File: src/sv/assert_macros.svh
// ----------------------------------------------------------------------------
// assert_macros.svh
// shared assertion macros, clocked on clk_i and disabled during reset
// ----------------------------------------------------------------------------
`ifndef ASSERT_MACROS_SVH
`define ASSERT_MACROS_SVH

// property must hold at every enabled clock edge
`define LCG_ASSERT(lbl, prop) \
  lbl: assert property (@(posedge clk_i) disable iff (!rst_ni) (prop)) \
    else $error("lcg64r assertion failed");

// expression must never be true
`define LCG_ASSERT_NEVER(lbl, expr) \
  lbl: assert property (@(posedge clk_i) disable iff (!rst_ni) !(expr)) \
    else $error("lcg64r forbidden condition seen");

`endif

File: src/sv/lcg64r_pkg.sv
// ----------------------------------------------------------------------------
// lcg64r_pkg
// shared widths, constants, modes and control structs of the 64-bit lcg
// ----------------------------------------------------------------------------
`timescale 1ns / 1ps
`default_nettype none

package lcg64r_pkg;

  localparam int unsigned DataW  = 64;
  localparam int unsigned HalfW  = DataW / 2;
  localparam int unsigned ModeW  = 2;
  localparam int unsigned FracW  = 53;
  localparam int unsigned CntW   = $clog2(DataW);
  localparam int unsigned MulSteps = 3;

  localparam logic [DataW-1:0] LcgMult   = 64'd6364136223846793005;
  localparam logic [DataW-1:0] LcgInc    = 64'd1442695040888963407;
  localparam logic [DataW-1:0] SeedReset = 64'h853c49e6748fea9b;

  typedef enum logic [ModeW-1:0] {
    MODE_FULL  = 2'd0,
    MODE_UPPER = 2'd1,
    MODE_RANGE = 2'd2,
    MODE_FRAC  = 2'd3
  } mode_e;

  // controller to datapath
  typedef struct packed {
    logic       load_req;
    logic       mul_step;
    logic [1:0] mul_idx;
    logic       inc;
    logic       div_step;
    logic       load_out;
  } cmd_t;

  // datapath to controller
  typedef struct packed {
    logic deg;
    logic full_span;
    logic range_mode;
    logic out_free;
  } status_t;

endpackage

`default_nettype wire

File: src/sv/lcg64r_req_if.sv
// ----------------------------------------------------------------------------
// lcg64r_req_if
// request channel: mode and inclusive range bounds
// ----------------------------------------------------------------------------
`timescale 1ns / 1ps
`default_nettype none

interface lcg64r_req_if;
  logic                          valid;
  logic                          ready;
  logic [lcg64r_pkg::ModeW-1:0]  mode;
  logic [lcg64r_pkg::DataW-1:0]  range_low;
  logic [lcg64r_pkg::DataW-1:0]  range_high;

  modport source (output valid, output mode, output range_low, output range_high,
                  input ready);
  modport sink   (input valid, input mode, input range_low, input range_high,
                  output ready);
endinterface

`default_nettype wire

File: src/sv/lcg64r_rsp_if.sv
// ----------------------------------------------------------------------------
// lcg64r_rsp_if
// result channel: one random value per request
// ----------------------------------------------------------------------------
`timescale 1ns / 1ps
`default_nettype none

interface lcg64r_rsp_if;
  logic                          valid;
  logic                          ready;
  logic [lcg64r_pkg::DataW-1:0]  random_value;

  modport source (output valid, output random_value, input ready);
  modport sink   (input valid, input random_value, output ready);
endinterface

`default_nettype wire

File: src/sv/lcg64r_ctrl.sv
// ----------------------------------------------------------------------------
// lcg64r_ctrl
// sequencer: multiply steps, increment, bit-serial remainder, result load
// ----------------------------------------------------------------------------
`timescale 1ns / 1ps
`default_nettype none

`include "assert_macros.svh"

module lcg64r_ctrl (
  input  wire logic                 clk_i,
  input  wire logic                 rst_ni,
  input  wire logic                 in_valid_i,
  output logic                      in_ready_o,
  input  wire lcg64r_pkg::status_t  status_i,
  output lcg64r_pkg::cmd_t          cmd_o
);

  typedef enum logic [2:0] {
    S_IDLE,
    S_MUL,
    S_INC,
    S_DIV,
    S_DONE
  } state_e;

  localparam logic [lcg64r_pkg::CntW-1:0] MulLast =
    lcg64r_pkg::CntW'(lcg64r_pkg::MulSteps - 1);
  localparam logic [lcg64r_pkg::CntW-1:0] DivLast =
    lcg64r_pkg::CntW'(lcg64r_pkg::DataW - 1);

  state_e                        state_q, state_d;
  logic [lcg64r_pkg::CntW-1:0]   cnt_q, cnt_d;

  always_comb begin
    state_d = state_q;
    cnt_d   = cnt_q;
    cmd_o   = '0;
    cmd_o.mul_idx = cnt_q[1:0];
    unique case (state_q)
      S_IDLE: begin
        if (in_valid_i) begin
          cmd_o.load_req = 1'b1;
          cnt_d   = '0;
          state_d = S_MUL;
        end
      end
      S_MUL: begin
        // single-value or inverted range leaves the state untouched
        if (status_i.deg) begin
          state_d = S_DONE;
        end else begin
          cmd_o.mul_step = 1'b1;
          if (cnt_q == MulLast) begin
            cnt_d   = '0;
            state_d = S_INC;
          end else begin
            cnt_d = cnt_q + 1'b1;
          end
        end
      end
      S_INC: begin
        cmd_o.inc = 1'b1;
        cnt_d     = '0;
        if (status_i.range_mode && !status_i.full_span) begin
          state_d = S_DIV;
        end else begin
          state_d = S_DONE;
        end
      end
      S_DIV: begin
        cmd_o.div_step = 1'b1;
        if (cnt_q == DivLast) begin
          state_d = S_DONE;
        end else begin
          cnt_d = cnt_q + 1'b1;
        end
      end
      S_DONE: begin
        if (status_i.out_free) begin
          cmd_o.load_out = 1'b1;
          state_d = S_IDLE;
        end
      end
      default: state_d = S_IDLE;
    endcase
  end

  assign in_ready_o = (state_q == S_IDLE);

  always_ff @(posedge clk_i or negedge rst_ni) begin
    if (!rst_ni) begin
      state_q <= S_IDLE;
      cnt_q   <= '0;
    end else begin
      state_q <= state_d;
      cnt_q   <= cnt_d;
    end
  end

  `LCG_ASSERT(a_accept_starts_mul, (in_valid_i && in_ready_o) |=> (state_q == S_MUL && cnt_q == '0))
  `LCG_ASSERT(a_div_ends, (state_q == S_DIV && cnt_q == DivLast) |=> (state_q == S_DONE))
  `LCG_ASSERT_NEVER(a_div_skipped_range, cmd_o.inc && status_i.deg)

endmodule

`default_nettype wire

File: src/sv/lcg64r_dp.sv
// ----------------------------------------------------------------------------
// lcg64r_dp
// generator state, shared 32x32 multiplier, restoring remainder unit and
// output register
// ----------------------------------------------------------------------------
`timescale 1ns / 1ps
`default_nettype none

`include "assert_macros.svh"

module lcg64r_dp (
  input  wire logic                           clk_i,
  input  wire logic                           rst_ni,
  input  wire logic                           seed_we_i,
  input  wire logic [lcg64r_pkg::DataW-1:0]   seed_wdata_i,
  input  wire logic [lcg64r_pkg::ModeW-1:0]   mode_i,
  input  wire logic [lcg64r_pkg::DataW-1:0]   range_low_i,
  input  wire logic [lcg64r_pkg::DataW-1:0]   range_high_i,
  input  wire lcg64r_pkg::cmd_t               cmd_i,
  output lcg64r_pkg::status_t                 status_o,
  output logic                                out_valid_o,
  input  wire logic                           out_ready_i,
  output logic [lcg64r_pkg::DataW-1:0]        out_data_o
);

  localparam int unsigned W = lcg64r_pkg::DataW;
  localparam int unsigned H = lcg64r_pkg::HalfW;

  logic [W-1:0]  state_q, state_d;
  logic [W-1:0]  acc_q, acc_d;
  logic [W-1:0]  rem_q, rem_d;
  logic [W-1:0]  dvd_q, dvd_d;
  logic [W-1:0]  low_q, span_q;
  lcg64r_pkg::mode_e mode_q;
  logic          deg_q;
  logic [W-1:0]  out_q, out_d;
  logic          out_valid_q;

  logic [H-1:0]  mul_a, mul_b;
  logic [W-1:0]  mul_p;
  logic [W-1:0]  next_state;
  logic [W:0]    rem_shift, rem_trial;
  logic [W-1:0]  seed_fix;

  // low 64 bits of state * mult: lo*lo, then both cross terms shifted up
  always_comb begin
    case (cmd_i.mul_idx)
      2'd0:    begin mul_a = state_q[H-1:0]; mul_b = lcg64r_pkg::LcgMult[H-1:0]; end
      2'd1:    begin mul_a = state_q[H-1:0]; mul_b = lcg64r_pkg::LcgMult[W-1:H]; end
      default: begin mul_a = state_q[W-1:H]; mul_b = lcg64r_pkg::LcgMult[H-1:0]; end
    endcase
  end

  assign mul_p      = {{H{1'b0}}, mul_a} * {{H{1'b0}}, mul_b};
  assign next_state = acc_q + lcg64r_pkg::LcgInc;
  assign seed_fix   = (seed_wdata_i == '0) ? W'(1) : seed_wdata_i;

  assign rem_shift = {rem_q, dvd_q[W-1]};
  assign rem_trial = rem_shift - {1'b0, span_q};

  always_comb begin
    acc_d   = acc_q;
    state_d = state_q;
    rem_d   = rem_q;
    dvd_d   = dvd_q;
    if (cmd_i.mul_step) begin
      if (cmd_i.mul_idx == 2'd0) begin
        acc_d = mul_p;
      end else begin
        acc_d = acc_q + {mul_p[H-1:0], {H{1'b0}}};
      end
    end
    if (cmd_i.inc) begin
      state_d = next_state;
      dvd_d   = next_state;
      rem_d   = '0;
    end else if (seed_we_i) begin
      state_d = seed_fix;
    end
    if (cmd_i.div_step) begin
      // restoring step, one dividend bit per cycle
      rem_d = rem_trial[W] ? rem_shift[W-1:0] : rem_trial[W-1:0];
      dvd_d = {dvd_q[W-2:0], 1'b0};
    end
  end

  always_comb begin
    case (mode_q)
      lcg64r_pkg::MODE_FULL:  out_d = state_q;
      lcg64r_pkg::MODE_UPPER: out_d = {{H{1'b0}}, state_q[W-1:H]};
      lcg64r_pkg::MODE_RANGE: begin
        if (deg_q) begin
          out_d = low_q;
        end else if (span_q == '0) begin
          out_d = state_q;
        end else begin
          out_d = low_q + rem_q;
        end
      end
      default: out_d = {{(W - lcg64r_pkg::FracW){1'b0}},
                        state_q[W-1:W-lcg64r_pkg::FracW]};
    endcase
  end

  always_ff @(posedge clk_i or negedge rst_ni) begin
    if (!rst_ni) begin
      state_q     <= lcg64r_pkg::SeedReset;
      out_valid_q <= 1'b0;
    end else begin
      state_q <= state_d;
      if (cmd_i.load_out) begin
        out_valid_q <= 1'b1;
      end else if (out_ready_i) begin
        out_valid_q <= 1'b0;
      end
    end
  end

  always_ff @(posedge clk_i) begin
    acc_q <= acc_d;
    rem_q <= rem_d;
    dvd_q <= dvd_d;
    if (cmd_i.load_req) begin
      mode_q <= lcg64r_pkg::mode_e'(mode_i);
      low_q  <= range_low_i;
      span_q <= range_high_i - range_low_i + W'(1);
      deg_q  <= (lcg64r_pkg::mode_e'(mode_i) == lcg64r_pkg::MODE_RANGE)
                && (range_low_i >= range_high_i);
    end
    if (cmd_i.load_out) begin
      out_q <= out_d;
    end
  end

  assign status_o.deg        = deg_q;
  assign status_o.full_span  = (span_q == '0);
  assign status_o.range_mode = (mode_q == lcg64r_pkg::MODE_RANGE);
  assign status_o.out_free   = !out_valid_q || out_ready_i;

  assign out_valid_o = out_valid_q;
  assign out_data_o  = out_q;

  `LCG_ASSERT(a_load_sets_valid, cmd_i.load_out |=> out_valid_q)
  `LCG_ASSERT(a_rem_below_span, cmd_i.div_step |-> (rem_q < span_q))
  `LCG_ASSERT_NEVER(a_load_over_full, cmd_i.load_out && out_valid_q && !out_ready_i)

endmodule

`default_nettype wire

File: src/sv/lcg64_random_with_range.sv
// ----------------------------------------------------------------------------
// lcg64_random_with_range
// 64-bit linear congruential generator with bounded range and fraction modes
// ----------------------------------------------------------------------------
// Each request advances the 64-bit state once (state * 6364136223846793005 +
// 1442695040888963407) and returns the new state, its upper half, a value in
// [range_low, range_high] or the top 53 bits as a U0.53 fraction. One request
// is in work at a time. The state update runs its multiply steps on one shared
// 32x32 multiplier, then an increment step; a bounded range then adds the
// bit-serial remainder unit. A single-value or inverted range returns
// range_low without the multiply steps and leaves the state alone. The result
// sits in an output register, so the next request is accepted while it waits.
// The user must write the seed (zero loads one) only while no request is in
// work; the block itself does not enforce it.
`timescale 1ns / 1ps
`default_nettype none

module lcg64_random_with_range (
  input  wire logic                          clk_i,
  input  wire logic                          rst_ni,
  input  wire logic                          seed_we_i,
  input  wire logic [lcg64r_pkg::DataW-1:0]  seed_wdata_i,
  lcg64r_req_if.sink                         req_i,
  lcg64r_rsp_if.source                       rsp_o
);

  lcg64r_pkg::cmd_t     cmd;
  lcg64r_pkg::status_t  status;
  logic                 in_ready;
  logic                 out_valid;
  logic [lcg64r_pkg::DataW-1:0] out_data;

  lcg64r_ctrl u_ctrl (
    .clk_i      (clk_i),
    .rst_ni     (rst_ni),
    .in_valid_i (req_i.valid),
    .in_ready_o (in_ready),
    .status_i   (status),
    .cmd_o      (cmd)
  );

  lcg64r_dp u_dp (
    .clk_i        (clk_i),
    .rst_ni       (rst_ni),
    .seed_we_i    (seed_we_i),
    .seed_wdata_i (seed_wdata_i),
    .mode_i       (req_i.mode),
    .range_low_i  (req_i.range_low),
    .range_high_i (req_i.range_high),
    .cmd_i        (cmd),
    .status_o     (status),
    .out_valid_o  (out_valid),
    .out_ready_i  (rsp_o.ready),
    .out_data_o   (out_data)
  );

  assign req_i.ready        = in_ready;
  assign rsp_o.valid        = out_valid;
  assign rsp_o.random_value = out_data;

endmodule

`default_nettype wire
File: src/flat_wrapper.sv
// flat-port wrapper written by rule: the top's interface ports become plain ports
module lcg64_random_with_range_flat 
  (clk_i, rst_ni, seed_we_i, seed_wdata_i, req_i_valid, req_i_mode, req_i_range_low, req_i_range_high, req_i_ready, rsp_o_valid, rsp_o_random_value, rsp_o_ready);
  lcg64r_req_if req_i_i ();
  lcg64r_rsp_if rsp_o_i ();
  input  wire logic clk_i;
  input  wire logic rst_ni;
  input  wire logic seed_we_i;
  input  wire logic [lcg64r_pkg::DataW-1:0] seed_wdata_i;
  input wire logic [$bits(req_i_i.valid)-1:0] req_i_valid;
  input wire logic [$bits(req_i_i.mode)-1:0] req_i_mode;
  input wire logic [$bits(req_i_i.range_low)-1:0] req_i_range_low;
  input wire logic [$bits(req_i_i.range_high)-1:0] req_i_range_high;
  output wire logic [$bits(req_i_i.ready)-1:0] req_i_ready;
  output wire logic [$bits(rsp_o_i.valid)-1:0] rsp_o_valid;
  output wire logic [$bits(rsp_o_i.random_value)-1:0] rsp_o_random_value;
  input wire logic [$bits(rsp_o_i.ready)-1:0] rsp_o_ready;
  assign req_i_i.valid = req_i_valid;
  assign req_i_i.mode = req_i_mode;
  assign req_i_i.range_low = req_i_range_low;
  assign req_i_i.range_high = req_i_range_high;
  assign req_i_ready = req_i_i.ready;
  assign rsp_o_valid = rsp_o_i.valid;
  assign rsp_o_random_value = rsp_o_i.random_value;
  assign rsp_o_i.ready = rsp_o_ready;
  lcg64_random_with_range u_core (.clk_i(clk_i), .rst_ni(rst_ni), .seed_we_i(seed_we_i), .seed_wdata_i(seed_wdata_i), .req_i(req_i_i), .rsp_o(rsp_o_i));
endmodule
File: config.mk
export PLATFORM = sky130hd
export DESIGN_NAME = lcg64_random_with_range_flat
export DESIGN_NICKNAME = d
export VERILOG_FILES = /design/src/sv/lcg64r_pkg.sv /design/src/sv/lcg64r_req_if.sv /design/src/sv/lcg64r_rsp_if.sv /design/src/sv/lcg64r_ctrl.sv /design/src/sv/lcg64r_dp.sv /design/src/sv/lcg64_random_with_range.sv /design/src/flat_wrapper.sv
export VERILOG_INCLUDE_DIRS = /design/src /design/src/sv
export SDC_FILE = /design/constraint.sdc
export NUM_CORES = 2
export LEC_CHECK = 0
export ABC_CLOCK_PERIOD_IN_PS = 11700
export BUFFER_PORTS_ARGS = -buffer_cell sky130_fd_sc_hd__buf_2
export CAP_MARGIN = 20
export CORE_ASPECT_RATIO = 1.25
export CORE_MARGIN = 1
export CORE_UTILIZATION = 64
export CTS_CLUSTER_DIAMETER = 60
export DETAILED_ROUTE_END_ITERATION = 8
export PLACE_DENSITY = 0.79
export REMOVE_ABC_BUFFERS = 1
export SLEW_MARGIN = 25
export SYNTH_ARGS = -nofsm -noshare
export SYNTH_HDL_FRONTEND = slang
export SYNTH_SLANG_ARGS = --single-unit
File: constraint.sdc
create_clock -name clk_i -period 11.7 [get_ports clk_i]
set_input_delay 1.17 -clock clk_i [delete_from_list [all_inputs] [get_ports clk_i]]
set_output_delay 1.17 -clock clk_i [all_outputs]
set_load 0.01 [all_outputs]
==> impl_metrics.ini <==
[outcome]
run_status = complete, no violations

[clock_network]
cts_buffers = 50
cts-root-buf = clkbuf_16
cts_resized = 0
cts_hold_buf = 0
clock_path_buffers = 3
post_cts_buffers = 0
cts.sinks = 461
clk_latency_ns = 0.67
cts_max_level = 2
cts_tree = done
clk_pin_slew_ns = 0.07

[timing]
whs_ns = 0.353
tns_ns = 0
final_hold_viol_count = 0
finClkSkew_ns = 0.0745
slew_viol_final = 0
max_freq_ghz = 0.0942
finalCritPeriodShare_pct = 90.7
slew_headroom_pct = 24.0
rsz0062_at_grt = false
setup-violations-final = 0
period_minus_slack_ns = 10.61
worst_pin_slew_ns = 1.11

[worst_setup_path]
crit_end = u_core.u_dp.acc_q[62]
critPathLaunch = u_core.u_ctrl.cnt_q[1]
rr_endpoint = u_core.u_dp.acc_q[62]
required_ns = 12.11
regToRegSetupSlack_ns = 1.09
reg2reg_depth = 30
path_class = flip-flop to flip-flop
crit_path_max_fanout = 36
worstSetupPathDepth = 30
crit_buf_inv = 5
cpPeakStageDelay_ns = 1.08
timing.rr.start = u_core.u_ctrl.cnt_q[1]
crit_slowest_cell = dfrtp_2
path_delay_family = adder cells
critPathArrivalTime_ns = 11.02
cp_common_cell = fa_1
cp-start-kind = flip-flop
end_kind = flip-flop

[floorplan]
core_area_sq_um = 91400
pin_count = 265
rows = 124
fp.dieW_microns = 274
start_util_pct = 64.6
die_height_microns = 341
die-area_sq_um = 93400

[flow_run]
max_cap_violations = 0

[place]
placed_cells = 7530
place_hpwl_microns = 170000
portBuffers = 264
place_congestion = 1.11

[detailed_routing]
first_pass_iters = 6
vias = 49166
wl_per_cell_microns = 27.3
drt_drc_violations_left = 0
routed_wl_microns = 208000
ant_nets = 0
dr.first_iter.drc_count = 4329
viasPerCell = 6.45

[synth]
synth_top_area_share_pct = 19.6
netlist_instances = 6209
ys.flop_type = edfxtp_1
avgSynthCellArea_sq_um = 9.50
synth_common_cells = 909 x inv_1, 792 x ha_1, 550 x fa_1
async_reset_ff_share_pct = 16.1
synth_top_area_cell = edfxtp_1
ys_ff_latch = 461
synth_area_leaders = edfxtp_1 20%, fa_1 19%, ha_1 17%, inv_1 5.8%, a21oi_1 3.3%
yosysSeqAreaShare_pct = 22.9
synth.distinct_cells = 89
syn_area_sq_um = 59000
ys_warn_count = 0
synth.most_common_cell = inv_1
synth_edf_count = 386

[global_route]
grt_usage_pct = 44.6
grt_pass1_vias = 49637
grt_start_max_net_pins = 79
grt_pass1_wl_microns = 304000
antenna_found_initial = 7
overflow = 0

[worst_hold_path]
hold_class = input pin to async pin

[final_layout]
nets = 7927
stdcell_count = 7627
final_util_pct = 69.3
nFillCells = 7131
drive_gt1_share_pct = 8.39
area_growth_pct = 7.34
worst reg2reg max path, delay by kind of cell (launching register included):
family	cells	cell delay [ns]
AOI/OAI and AO/OA	6	1.54
xor gates and xnor gates	1	0.26
adders and majority gates	11	5.01
buffers and inverters	5	0.61
DFF	1	1.08
muxes	1	0.23
and+or+nand+nor	6	1.66
layout make-up:
cell class	instances	area [sq um]	area share (%)
clock inverters	31	349	0.551
repair buffers	325	1790	2.83
well taps	1197	1500	2.36
clock buffers	59	1330	2.09
flip-flops and latches	461	13500	21.3
inverters	911	3420	5.40
multi-input cells	4637	41400	65.4
diodes	6	15.0	0.0237
worst min path at each step:
stage | startpoint | to | slack [ns]
detailed placement | u_core.u_dp.dvd_q[0] | u_core.u_dp.dvd_q[0] | 0.45
floorplan | u_core.u_dp.dvd_q[0] | u_core.u_dp.dvd_q[0] | 0.42
global placement | u_core.u_dp.dvd_q[0] | u_core.u_dp.dvd_q[0] | 0.45
global route | rst_ni | u_core.u_dp.state_q[42] | 0.36
CTS | rst_ni | u_core.u_dp.state_q[42] | 0.35
finish | rst_ni | u_core.u_dp.state_q[42] | 0.35
layer usage:
metal / track usage [%] / up-vias / share of wire, %
li1: - / 21802 / -
met1: 48.0 / 23887 / 34
met2: 74.0 / 2559 / 47
met3: 8.63 / 914 / 7.8
met4: 40.7 / 4 / 11
met5: 0.361 / - / 0.011
state kept, by name, indices dropped and copies added (netlist names):
name	count
u_core.u_ctrl.cnt_q	6
u_core.u_ctrl.state_q	3
u_core.u_dp.acc_q	64
u_core.u_dp.deg_q	1
u_core.u_dp.dvd_q	64
u_core.u_dp.low_q	64
u_core.u_dp.mode_q	2
u_core.u_dp.out_data_o	64
u_core.u_dp.out_valid_o	1
u_core.u_dp.rem_q	64
u_core.u_dp.span_q	64
u_core.u_dp.state_q	64
cell usage in the layout (no fill, tap or decap), types with 83 or more instances in the layout:
master | Yosys | final
a21o_1 | 199 | 199
mux2i_1 | 162 | 154
o21ai_0 | 312 | 312
ha_1 | 792 | 789
fa_1 | 550 | 550
buf_2 | 10 | 262
nand2_1 | 489 | 488
xor2_1 | 133 | 133
edfxtp_1 | 386 | 386
inv_1 | 909 | 908
xnor2_1 | 190 | 189
nor2_1 | 344 | 341
nand4_1 | 83 | 83
a21oi_1 | 391 | 391
cell families after synthesis:
family	Yosys count	synth area share (%)
AND/OR/NAND/NOR	1411	11.3
AO/OA/AOI/OAI	1358	14.5
adder cells (fa/ha/maj)	1342	35.5
buffers and inverters	1115	7.11
flip-flops	461	22.9
XOR/XNOR	323	4.79
multiplexers	197	3.89
other	2	0.0127
through the flow:
stage	setup WS [ns]	cell area (sq um)
after CTS	1.18	63300
after global placement	0.943	61500
final	1.09	63300
after detailed placement	1.18	61600
after global routing	0.588	63300
after floorplan	1.90	58200
Power is left out: the tool's default activity adds up to more than one toggle a clock period on the data nets, which glitch-free logic cannot reach.
